### src/rtl/trms_pkg.sv
// Package for the three-phase RMS meter: widths, register indexes, helpers.
// No dependencies; imported by every module of the block.
`default_nettype none
package trms_pkg;
  localparam int ADC_BITS = 12;
  localparam int SUM_W = 34;
  localparam int ROOT_W = 25;
  localparam int CFG_W = 20;
  localparam int NPH = 3;
  localparam logic [1:0] REG_COEFF = 2'd0;
  localparam logic [1:0] REG_WINDOW = 2'd1;
  localparam logic [1:0] REG_GAIN = 2'd2;
  localparam logic [7:0] SYNC0 = 8'h55;
  localparam logic [7:0] SYNC1 = 8'hAA;
  localparam logic [15:0] CRC_INIT = 16'hFFFF;
  localparam logic [15:0] CRC_POLY = 16'hA001;
  localparam logic [15:0] VAL_MAX = 16'hFFFF;

  typedef struct packed {
    logic filt_start;   // run filter on phase sel
    logic root_start;   // start square root on phase sel
    logic root_store;   // store scaled value of phase sel
    logic clear;        // clear sums and sample count
    logic [1:0] sel;
  } trms_cmd_t;

  typedef struct packed {
    logic root_done;
    logic window_end;
  } trms_stat_t;

  function automatic logic [15:0] crc_update(input logic [15:0] crc, input logic [7:0] b);
    logic [15:0] c;
    c = crc ^ {8'd0, b};
    for (int i = 0; i < 8; i++) begin
      c = c[0] ? ((c >> 1) ^ CRC_POLY) : (c >> 1);
    end
    return c;
  endfunction
endpackage
`default_nettype wire

### src/rtl/trms_if.sv
// Valid/ready channel interfaces for sample and frame beats.
// Depends on trms_pkg for widths.
`default_nettype none
interface trms_in_if;
  import trms_pkg::*;
  logic valid;
  logic ready;
  logic [ADC_BITS-1:0] phase_a_plus, phase_a_minus, phase_b_plus;
  logic [ADC_BITS-1:0] phase_b_minus, phase_c_plus, phase_c_minus;
  modport source(output valid, phase_a_plus, phase_a_minus, phase_b_plus,
                 phase_b_minus, phase_c_plus, phase_c_minus, input ready);
  modport sink(input valid, phase_a_plus, phase_a_minus, phase_b_plus,
               phase_b_minus, phase_c_plus, phase_c_minus, output ready);
endinterface

interface trms_out_if;
  logic valid;
  logic ready;
  logic [7:0] frame_byte;
  logic frame_last;
  modport source(output valid, frame_byte, frame_last, input ready);
  modport sink(input valid, frame_byte, frame_last, output ready);
endinterface
`default_nettype wire

### src/rtl/trms_datapath.sv
// Datapath: per-phase filter, square sums, bit-serial root and gain scaling.
// Depends on trms_pkg; driven by trms_ctrl commands.
`default_nettype none
module trms_datapath
  import trms_pkg::*;
(
  input  wire logic clk,
  input  wire logic rst,
  input  wire trms_pkg::trms_cmd_t cmd,
  output trms_pkg::trms_stat_t stat,
  input  wire logic [ADC_BITS-1:0] smp_plus [NPH],
  input  wire logic [ADC_BITS-1:0] smp_minus [NPH],
  input  wire logic [15:0] coeff,
  input  wire logic [9:0] window,
  input  wire logic [19:0] gain,
  input  wire logic count_step,
  output logic [15:0] value [NPH]
);
  import trms_pkg::*;

  logic signed [15:0] y [NPH];
  logic signed [15:0] rem [NPH];
  logic [SUM_W-1:0] sum [NPH];
  logic [9:0] count;

  // filter stage 1: products registered
  logic signed [ADC_BITS:0] d;
  logic signed [17:0] kk, wk;
  logic signed [35:0] p_y, p_d;
  logic f_ph2;
  logic [1:0] f_sel;
  logic signed [37:0] s;
  logic signed [37:0] t;
  logic signed [15:0] ynew;
  logic signed [31:0] ysq;

  always_comb begin
    d = $signed({1'b0, smp_plus[cmd.sel]}) - $signed({1'b0, smp_minus[cmd.sel]});
    kk = $signed({2'b00, coeff});
    wk = 18'sd32768 - kk;
    s = 38'(p_y) + 38'(p_d);
    t = s + 38'(rem[f_sel]);
    ynew = t[30:15];
    ysq = ynew * ynew;
  end

  // root: restoring bit-serial over 50-bit radicand sum<<16
  logic [SUM_W+15:0] rad;
  logic [ROOT_W:0] root;
  logic [SUM_W+17:0] racc;
  logic [4:0] rstep;
  logic rbusy;
  logic [1:0] rsel;
  logic [ROOT_W+19:0] prod;
  logic [ROOT_W+19:0] scaled;
  logic [SUM_W+17:0] trial;

  always_comb begin
    trial = {racc[SUM_W+15:0], rad[SUM_W+15:SUM_W+14]} - {16'd0, root, 2'b01};
    scaled = (prod + (ROOT_W+20)'(1 << 23)) >> 24;
  end

  always_ff @(posedge clk) begin
    p_y <= wk * 36'(y[cmd.sel]);
    p_d <= kk * 36'(d);
    f_sel <= cmd.sel;
    prod <= root * gain;
    if (rst) begin
      f_ph2 <= 1'b0;
      rbusy <= 1'b0;
      count <= '0;
      for (int i = 0; i < NPH; i++) begin
        y[i] <= '0; rem[i] <= '0; sum[i] <= '0;
      end
    end else begin
      f_ph2 <= cmd.filt_start;
      if (f_ph2) begin
        y[f_sel] <= ynew;
        rem[f_sel] <= 16'(s % 38'sd32768);
        sum[f_sel] <= sum[f_sel] + SUM_W'(unsigned'(ysq));
      end
      if (count_step) count <= count + 10'd1;
      if (cmd.clear) begin
        count <= '0;
        for (int i = 0; i < NPH; i++) sum[i] <= '0;
      end
      if (cmd.root_start) begin
        rbusy <= 1'b1;
        rad <= {sum[cmd.sel], 16'd0};
        racc <= '0;
        root <= '0;
        rstep <= '0;
        rsel <= cmd.sel;
      end else if (rbusy) begin
        rad <= rad << 2;
        if (!trial[SUM_W+17]) begin
          racc <= trial;
          root <= {root[ROOT_W-1:0], 1'b1};
        end else begin
          racc <= {racc[SUM_W+15:0], rad[SUM_W+15:SUM_W+14]};
          root <= {root[ROOT_W-1:0], 1'b0};
        end
        rstep <= rstep + 5'd1;
        if (rstep == 5'd24) rbusy <= 1'b0;
      end
    end
    if (cmd.root_store)
      value[cmd.sel] <= (scaled > (ROOT_W+20)'(VAL_MAX)) ? VAL_MAX : scaled[15:0];
  end

  assign stat.root_done = rbusy && rstep == 5'd24;
  assign stat.window_end = (count == window);
  logic unused;
  assign unused = ^rsel;
endmodule
`default_nettype wire

### src/rtl/trms_ctrl.sv
// Controller: sequences filter steps, window end, root/scale and frame output.
// Depends on trms_pkg.
`default_nettype none
module trms_ctrl
  import trms_pkg::*;
(
  input  wire logic clk,
  input  wire logic rst,
  input  wire logic in_beat,
  output logic in_ready,
  output trms_pkg::trms_cmd_t cmd,
  input  wire trms_pkg::trms_stat_t stat,
  output logic count_step,
  input  wire logic [15:0] value [NPH],
  output logic out_valid,
  input  wire logic out_ready,
  output logic [7:0] out_byte,
  output logic out_last
);
  import trms_pkg::*;
  typedef enum logic [2:0] {IDLE, FILT, CHECK, ROOT, WAIT, SCALE, STORE, SEND} state_t;
  state_t state;
  logic [1:0] ph;
  logic [3:0] idx;
  logic [15:0] crc;
  logic [7:0] b;

  always_comb begin
    case (idx)
      4'd0: b = SYNC0;
      4'd1: b = SYNC1;
      4'd2: b = value[0][7:0];
      4'd3: b = value[0][15:8];
      4'd4: b = value[1][7:0];
      4'd5: b = value[1][15:8];
      4'd6: b = value[2][7:0];
      4'd7: b = value[2][15:8];
      4'd8: b = crc[7:0];
      default: b = crc[15:8];
    endcase
  end

  assign in_ready = (state == IDLE);

  always_ff @(posedge clk) begin
    cmd <= '0;
    count_step <= 1'b0;
    if (rst) begin
      state <= IDLE;
      out_valid <= 1'b0;
      ph <= '0;
    end else begin
      case (state)
        IDLE: if (in_beat) begin
          cmd.filt_start <= 1'b1; cmd.sel <= 2'd0; ph <= 2'd1; state <= FILT;
        end
        FILT: begin
          if (ph == 2'd3) begin
            state <= CHECK;
          end else begin
            cmd.filt_start <= 1'b1; cmd.sel <= ph; ph <= ph + 2'd1;
            // step the count with the last filter command so it settles before CHECK
            if (ph == 2'd2) count_step <= 1'b1;
          end
        end
        CHECK: begin
          // count has settled; last filter lands on this edge
          if (stat.window_end) begin
            ph <= 2'd0; state <= ROOT;
          end else state <= IDLE;
        end
        ROOT: begin
          cmd.root_start <= 1'b1; cmd.sel <= ph; state <= WAIT;
        end
        WAIT: if (stat.root_done) state <= SCALE;
        SCALE: state <= STORE;
        STORE: begin
          cmd.root_store <= 1'b1; cmd.sel <= ph;
          if (ph == 2'd2) begin
            cmd.clear <= 1'b1; idx <= '0; crc <= CRC_INIT; state <= SEND;
          end else begin
            ph <= ph + 2'd1; state <= ROOT;
          end
        end
        SEND: begin
          if (!out_valid) begin
            out_valid <= 1'b1; out_byte <= b; out_last <= (idx == 4'd9);
          end else if (out_ready) begin
            if (idx < 4'd8) crc <= crc_update(crc, out_byte);
            if (out_last) begin
              out_valid <= 1'b0; state <= IDLE;
            end else begin
              out_valid <= 1'b0;
            end
            idx <= idx + 4'd1;
          end
        end
        default: state <= IDLE;
      endcase
    end
  end

  assert property (@(posedge clk) disable iff (rst) out_valid |-> state == SEND);
  assert property (@(posedge clk) disable iff (rst) in_beat |=> state == FILT);
  assert property (@(posedge clk) disable iff (rst) out_valid && out_last && out_ready
                   |=> state == IDLE);
endmodule
`default_nettype wire

### src/rtl/three_phase_rms_meter.sv
// Top level of the three-phase RMS meter; ties controller and datapath.
// Depends on trms_pkg, trms_if, trms_ctrl, trms_datapath.
//
// Usage: samples arrive as beats on "samples" (six ADC codes). For each
// beat, three filter updates share one multiplier pair, one phase per
// cycle, then a window check follows before ready returns. At window end
// the block computes three square roots bit-serially (25 steps each) plus
// scaling, then emits ten frame beats on "frame", one at a time; a stalled
// receiver simply holds the beat. No sample is taken until the frame's
// last beat leaves. Configuration writes on cfg_we/cfg_index/cfg_data
// land at once and must only happen while idle.
// Reset (rst, synchronous) loads register defaults and clears filter
// state, sums and the sample count.
`default_nettype none
module three_phase_rms_meter
  import trms_pkg::*;
(
  input wire logic clk,
  input wire logic rst,
  trms_in_if.sink samples,
  trms_out_if.source frame,
  input wire logic cfg_we,
  input wire logic [1:0] cfg_index,
  input wire logic [CFG_W-1:0] cfg_data
);
  import trms_pkg::*;
  logic [15:0] coeff;
  logic [9:0] window;
  logic [19:0] gain;
  trms_cmd_t cmd;
  trms_stat_t stat;
  logic count_step;
  logic [15:0] value [NPH];
  logic [ADC_BITS-1:0] sp [NPH];
  logic [ADC_BITS-1:0] sm [NPH];
  logic [ADC_BITS-1:0] sp_q [NPH];
  logic [ADC_BITS-1:0] sm_q [NPH];
  logic in_beat;

  assign in_beat = samples.valid && samples.ready;
  assign sp[0] = samples.phase_a_plus;  assign sm[0] = samples.phase_a_minus;
  assign sp[1] = samples.phase_b_plus;  assign sm[1] = samples.phase_b_minus;
  assign sp[2] = samples.phase_c_plus;  assign sm[2] = samples.phase_c_minus;

  // hold the sample beat for the filter pass
  always_ff @(posedge clk) begin
    if (in_beat) begin
      sp_q <= sp; sm_q <= sm;
    end
  end

  always_ff @(posedge clk) begin
    if (rst) begin
      coeff <= 16'd1544; window <= 10'd400; gain <= 20'd97560;
    end else if (cfg_we) begin
      case (cfg_index)
        REG_COEFF: coeff <= cfg_data[15:0];
        REG_WINDOW: window <= cfg_data[9:0];
        REG_GAIN: gain <= cfg_data;
        default: ;
      endcase
    end
  end

  trms_ctrl u_ctrl (
    .clk, .rst, .in_beat, .in_ready(samples.ready), .cmd, .stat, .count_step,
    .value, .out_valid(frame.valid), .out_ready(frame.ready),
    .out_byte(frame.frame_byte), .out_last(frame.frame_last)
  );

  trms_datapath u_dp (
    .clk, .rst, .cmd, .stat, .smp_plus(sp_q), .smp_minus(sm_q),
    .coeff, .window, .gain, .count_step, .value
  );
endmodule
`default_nettype wire

### src/flat_wrapper.sv
// flat-port wrapper written by rule: the top's interface ports become plain ports
module three_phase_rms_meter_flat import trms_pkg::*;
  (clk, rst, cfg_we, cfg_index, cfg_data, samples_valid, samples_phase_a_plus, samples_phase_a_minus, samples_phase_b_plus, samples_phase_b_minus, samples_phase_c_plus, samples_phase_c_minus, samples_ready, frame_valid, frame_frame_byte, frame_frame_last, frame_ready);
  trms_in_if samples_i ();
  trms_out_if frame_i ();
  input wire logic clk;
  input wire logic rst;
  input wire logic cfg_we;
  input wire logic [1:0] cfg_index;
  input wire logic [CFG_W-1:0] cfg_data;
  input wire logic [$bits(samples_i.valid)-1:0] samples_valid;
  input wire logic [$bits(samples_i.phase_a_plus)-1:0] samples_phase_a_plus;
  input wire logic [$bits(samples_i.phase_a_minus)-1:0] samples_phase_a_minus;
  input wire logic [$bits(samples_i.phase_b_plus)-1:0] samples_phase_b_plus;
  input wire logic [$bits(samples_i.phase_b_minus)-1:0] samples_phase_b_minus;
  input wire logic [$bits(samples_i.phase_c_plus)-1:0] samples_phase_c_plus;
  input wire logic [$bits(samples_i.phase_c_minus)-1:0] samples_phase_c_minus;
  output wire logic [$bits(samples_i.ready)-1:0] samples_ready;
  output wire logic [$bits(frame_i.valid)-1:0] frame_valid;
  output wire logic [$bits(frame_i.frame_byte)-1:0] frame_frame_byte;
  output wire logic [$bits(frame_i.frame_last)-1:0] frame_frame_last;
  input wire logic [$bits(frame_i.ready)-1:0] frame_ready;
  assign samples_i.valid = samples_valid;
  assign samples_i.phase_a_plus = samples_phase_a_plus;
  assign samples_i.phase_a_minus = samples_phase_a_minus;
  assign samples_i.phase_b_plus = samples_phase_b_plus;
  assign samples_i.phase_b_minus = samples_phase_b_minus;
  assign samples_i.phase_c_plus = samples_phase_c_plus;
  assign samples_i.phase_c_minus = samples_phase_c_minus;
  assign samples_ready = samples_i.ready;
  assign frame_valid = frame_i.valid;
  assign frame_frame_byte = frame_i.frame_byte;
  assign frame_frame_last = frame_i.frame_last;
  assign frame_i.ready = frame_ready;
  three_phase_rms_meter u_core (.clk(clk), .rst(rst), .samples(samples_i), .frame(frame_i), .cfg_we(cfg_we), .cfg_index(cfg_index), .cfg_data(cfg_data));
endmodule
### config.mk
export PLATFORM = sky130hd
export DESIGN_NAME = three_phase_rms_meter_flat
export DESIGN_NICKNAME = d
export VERILOG_FILES = /design/src/rtl/trms_pkg.sv /design/src/rtl/trms_if.sv /design/src/rtl/trms_datapath.sv /design/src/rtl/trms_ctrl.sv /design/src/rtl/three_phase_rms_meter.sv /design/src/flat_wrapper.sv
export SDC_FILE = /design/constraint.sdc
export NUM_CORES = 2
export LEC_CHECK = 0
export BUFFER_PORTS_ARGS = -buffer_cell sky130_fd_sc_hd__clkbuf_2
export CAP_MARGIN = 10
export CORE_MARGIN = 2
export CORE_UTILIZATION = 51
export CTS_CLUSTER_DIAMETER = 40
export CTS_CLUSTER_SIZE = 8
export DETAILED_ROUTE_END_ITERATION = 12
export HOLD_SLACK_MARGIN = 0.03
export MAX_ROUTING_LAYER = met4
export PLACE_DENSITY = 0.74
export SYNTH_ARGS = -nofsm -noshare
export SYNTH_HDL_FRONTEND = slang
export SYNTH_HIERARCHICAL = 1
export SYNTH_SLANG_ARGS = --single-unit
### constraint.sdc
create_clock -name clk -period 14.71 [get_ports clk]
set_input_delay 0.7355 -clock clk [delete_from_list [all_inputs] [get_ports clk]]
set_output_delay 0.7355 -clock clk [all_outputs]
set_load 0.01 [all_outputs]
# After elaboration in Yosys (flattened, before gate mapping)
# Memories as Yosys holds them, arrays and structs flattened. A register that Yosys moved wholly into a read port is not among the register bits.
# Index checks and enable logic that the tools add are counted.
[totals] memories=3 in_bits=99 ram_bits=198 mem_bits_ro=0 latchBits=0 word_cells=228 ff_bits=459
[memory_table] memory="u_core.u_dp.sum" depth=3 width=34 read_ports=2 rd_clocked_by_memory_dff=2 wr=4 line="trms_datapath.sv:23" source="logic [SUM_W-1:0] sum [NPH];"
[memory_table] memory="u_core.u_dp.rem" depth=3 width=16 read_ports=1 rd_clocked_by_memory_dff=1 wr=3 line="trms_datapath.sv:22" source="logic signed [15:0] rem [NPH];"
[memory_table] memory="u_core.u_dp.y" depth=3 width=16 read_ports=1 rd_clocked_by_memory_dff=1 wr=3 line="trms_datapath.sv:21" source="logic signed [15:0] y [NPH];"
[op_classes] div=0 muxes=81 mul=4 n_addsub=11 n_shift=0 n_reduce_logical=25 n_lt_le_gt_ge=4 eq_ne=36 bitwise_logic=27
[ops] op="two-way mux 16 bit" count=16
[ops] op="two-way mux 50 bit" count=4
[ops] op="two-way mux 34 bit" count=3
[ops] op="case mux 8 bit (9 select lines)" count=1
[ops] op="subtractor 52 x 28 -> 52 bit" count=1
[ops] op="binary-select mux 12 bit (select 2 bit)" count=2
[ops] op="bitwise mux 48 bit" count=1
[ops] op="two-way mux 12 bit" count=4
[ops] op="adder 45 x 24 -> 45 bit (second input constant)" count=1
[ops] op="multiplier 26 x 20 -> 45 bit" count=1
[ops] op="adder 33 x 30 -> 34 bit" count=1
[ops] op="adder 34 x 32 -> 34 bit" count=1
[ops] op="multiplier 17 x 16 -> 33 bit" count=1
[ops] op="demux 16 bit (select 2 bit)" count=1
[ops] op="multiplier 16 x 16 -> 32 bit" count=1
[ops] op="case mux 16 bit (2 select lines)" count=1
[ops] op="OR reduction 16 bit" count=2
[ops] op="adder 31 x 16 -> 31 bit" count=1
[ops] op="multiplier 17 x 13 -> 30 bit" count=1
[ops] op="inverter 2 -> 3 bit" count=9
[ops] op="two-way mux 26 bit" count=1
[ops] op="case mux 3 bit (8 select lines)" count=1
[ops] op="two-way mux 2 bit" count=11
[ops] op="> comparator 21 x 16 -> 1 bit (second input constant)" count=1
[ops] op="47 further kinds" count=121

# Depth between registers and ports, before layout
[logic_depth] depth_word=21 ltp_mapped=58 mapped_depth_nobuf=57

# By module
# Netlist, hierarchy kept.
[modules_own_cells] module="trms_datapath" area_per_inst_um2=68569.5 cells_each=6926 instances=1
[modules_own_cells] module="three_phase_rms_meter" area_per_inst_um2=4085.2 cells_each=258 instances=1
[modules_own_cells] module="trms_ctrl" area_per_inst_um2=2507.4 cells_each=247 instances=1

# Worst setup path after synthesis
# No wires, ideal clock.
[synth_timing] kind="reg-to-reg" startpoint="reg u_core.u_dp.f_sel[0]" endpoint="mem u_core.u_dp.sum[0][32], data pin" arrival_time_ps=11428 setup_time_ps=265 required_time_ps=14445 slack_ps=3017 stages_incl_launch_ff=50 period_less_slack_ps=11693 cell_sequence="dfxtp_1 > buf_6 > buf_1 > buf_1 > mux4_2 > ha_1 > a211oi_1 > o21ai_0 > a2111oi_0 > o221ai_2 > a21oi_2 > o21bai_2 > a21oi_2 > o21bai_2 > o31a_1 > xnor2_4 > inv_2 > nand2_1 > (+14 left out) > o211ai_1 > a21oi_1 > o31a_1 > o21a_1 > nor2_1 > o21bai_1 > a21oi_1 > xnor2_1 > ha_1 > a21oi_1 > o21ai_0 > a31o_2 > a221oi_1 > a21oi_1 > a21bo_2 > a21oi_1 > xor2_1 > nor2_1"
[synth_rtl] item="start: declaration" line="trms_datapath.sv:31" source="logic [1:0] f_sel;"
[synth_rtl] item="start signal: assignment" line="trms_datapath.sv:66" source="f_sel <= cmd.sel;"
[synth_rtl] item="end: declaration" line="trms_datapath.sv:23"

==> qor.txt <==
status - finished clean
most frequent cell after synthesis - inv_1
DRT Pass-1 Iters - 6
flops & latches, synth - 686
share of cells above drive strength 1 - 8.21%
worst-path maximum fanout - 13
syn avg cell area - 10.1 um2
I/O Pins - 110
Vias - 53000
final non-filler cell total - 9481
Routed wire per std cell - 19.6 um
FP Rows - 140
footprint of the multi-input gates - 49900 um2
H-tree Lvls - 3
largest net degree at the start of global routing - 92
r2r endpoint - u_core/u_dp/sum[1][32]$_SDFFCE_PN0P_
Req. time, crit path - 15.14 ns
Filler cells - 12200
CP Capture Type - flip-flop
crit path time final - 13.23 ns
Post-Syn Nets - 9193
Detailed Place HPWL - 138000 um
worst clock skew - 0.0255 ns
core area - 146000 um2
Final TNS setup - 0 ns
Post-Syn Instances - 7431
global placer's final weighted congestion - 0.950
endpoint of the worst setup timing path - u_core/u_dp/sum[1][32]$_SDFFCE_PN0P_
clk root buf - clkbuf_16
sequential area share after synthesis - 25.3%
Post-synth EDFFs - 528
worst-margin pin slew - 1.29 ns
die area - 150000 um2
CTS buffer count - 117
vias per cell - 5.59
Async SR Flop Fraction - 0%
crit path kind - flip-flop to flip-flop
Post-Syn Area - 75200 um2
Data arrival, critical path - 13.66 ns
most frequent cells after synthesis - inv_1 (1327), fa_1 (1094), nand2_1 (918)
final setup vio count - 0
Sink Count - 686
CP Launch Type - flip-flop
area grow syn2layout - 8.58%
setup bufs post-CTS - 0
Final Hold Fails - 0
TritonCTS clock tree - yes
Yosys top cell area share - 29.1%
Yosys warnings - 6
worst min path class - primary input to flip-flop
Die W - 388 um
GRT Resource Usage Total - 26.1%
worst reg-to-reg path cell count - 56
cts repair resizes - 0
Final Util - 55.9%
FF-to-FF setup slack - 1.48 ns
worst setup path start - u_core/u_dp/p_d[0]$_DFF_P_
Layout Nets - 9241
RSZ-0062 raised after global routing - no
Post-CTS Hold Buffers - 0
Initial Utilization - 51.5%
MaxCap Viol Count - 0
Max Buffers Root-to-Sink - 3
DRT Wirelength - 186000 um
first-pass GRT wire length - 303000 um
Overflow after GRT - 0
DR iter-0 viols - 4267
Worst-Skew Late Latency - 0.73 ns
antenna violations before repair - 8
Final Max Tran Viols - 0
final antenna-violating net count - 0
Worst path slowest cell - fa_1
Placed Cells - 9275
Yosys cell types - 98
Die Ht - 388 um
CP peak stage delay - 0.55 ns
Max Clk Rate - 75.6 MHz
vias in the first global route - 56500
PortBufs - 109
Slew headroom - 13.5%
dominant cell type by area after synthesis - fa_1
Residual DRC - 0
main area contributors after synthesis - fa_1 (29%), edfxtp_1 (21%), ha_1 (9.5%)
Final period util - 89.9%
Post-synth top flop - edfxtp_1
Register Area - 19000 um2
Clock Pin Slew Worst Setup and Hold Paths - 0.05 ns
Reg2Reg Launch Point - u_core/u_dp/p_d[0]$_DFF_P_
cells in the final DEF (no fill, tap or decap), types with 78 or more instances in the layout:
cell type     n
nand2_1     913
ha_1        569
clkbuf_16   121
clkbuf_2    108
mux4_2       95
mux2i_1      78
xor2_1      109
a21o_1       86
xnor2_1     210
nor2_1      575
inv_1      1327
nand2b_1    108
buf_4       122
dfxtp_1     151
edfxtp_1    528
o21ai_0      99
and2_1      273
fa_1       1094
a21oi_1     226
registers in the layout, indices dropped and copies added, names as in the netlist, 5 cells and up:
signal                  flops
u_core/coeff               16
u_core/gain                20
u_core/sm_q                36
u_core/sp_q                36
u_core/u_ctrl/cmd           6
u_core/u_ctrl/crc          16
u_core/u_ctrl/out_byte      8
u_core/u_dp/count          10
u_core/u_dp/p_d            30
u_core/u_dp/p_y            33
u_core/u_dp/prod           22
u_core/u_dp/racc           50
u_core/u_dp/rad            34
u_core/u_dp/rem            64
u_core/u_dp/root           26
u_core/u_dp/rstep           5
u_core/u_dp/sum           136
u_core/u_dp/value          48
u_core/u_dp/y              64
u_core/window              10
critical path: cells and delay by family, from the launching register on:
| kind | cells | cell delay, ns |
|---|---|---|
| XOR/XNOR | 4 | 1.15 |
| AO/OA/AOI/OAI | 26 | 5.08 |
| buffers and inverters | 8 | 0.67 |
| flip-flops | 1 | 0.34 |
| AND/OR/NAND/NOR | 7 | 1.15 |
| adder cells (fa/ha/maj) | 11 | 4.55 |
routing by layer:
metal	wire length (um)	track usage, %	up-vias
li1	-	-	23700
met1	76000	34.1	26700
met2	88100	41.6	2195
met3	16400	5.01	403
met4	5220	7.12	0
met5	0	-	-
final cells by class:
cell class,count,share of cell area [%]
multi-input cells,5103,61.2
flip-flops and latches,686,23.3
inverters,1340,6.17
clock buffers,158,3.93
well taps,1917,2.94
repair buffers,231,1.80
clock inverters,43,0.642
diodes,3,0.00920
how the worst min path moves through the flow:
stage	startpoint	to	slack [ns]	depth (start not counted)
floorplan	u_core/u_ctrl/cmd[1]$_SDFF_PP0_	u_core/u_dp/f_sel[1]$_DFF_P_	0.33	0
global placement	u_core/window[3]$_SDFFE_PP0P_	u_core/window[3]$_SDFFE_PP0P_	0.48	2
detailed placement	u_core/window[1]$_SDFFE_PP0P_	u_core/window[1]$_SDFFE_PP0P_	0.49	2
CTS	samples_phase_c_plus[9]	u_core/sp_q[9]$_DFFE_PP_	0.14	1
global route	samples_phase_c_plus[9]	u_core/sp_q[9]$_DFFE_PP_	0.15	1
finish	samples_phase_c_plus[9]	u_core/sp_q[9]$_DFFE_PP_	0.18	1
cells by family after synthesis:
logic type	Yosys count	share of synthesized area [%]
adders and majority gates	1663	38.6
and+or+nand+nor	2225	13.5
DFF	686	25.3
AOI/OAI and AO/OA	666	5.74
buffers and inverters	1642	8.32
xor gates and xnor gates	330	3.97
muxes	219	4.57
per-stage QoR:
step           hold slack (ns)  instance area (um2)  worst slack, ns
5_1_grt                  0.150                81600            0.535
3_3_place_gp             0.479                77900             1.89
3_5_place_dp             0.489                77900             1.63
6_report                 0.179                81600             1.48
2_1_floorplan            0.329                75200             3.02
4_1_cts                  0.136                81600             1.60
Power is left out: the tool's default activity adds up to more than one toggle a clock period on the data nets, which glitch-free logic cannot reach.
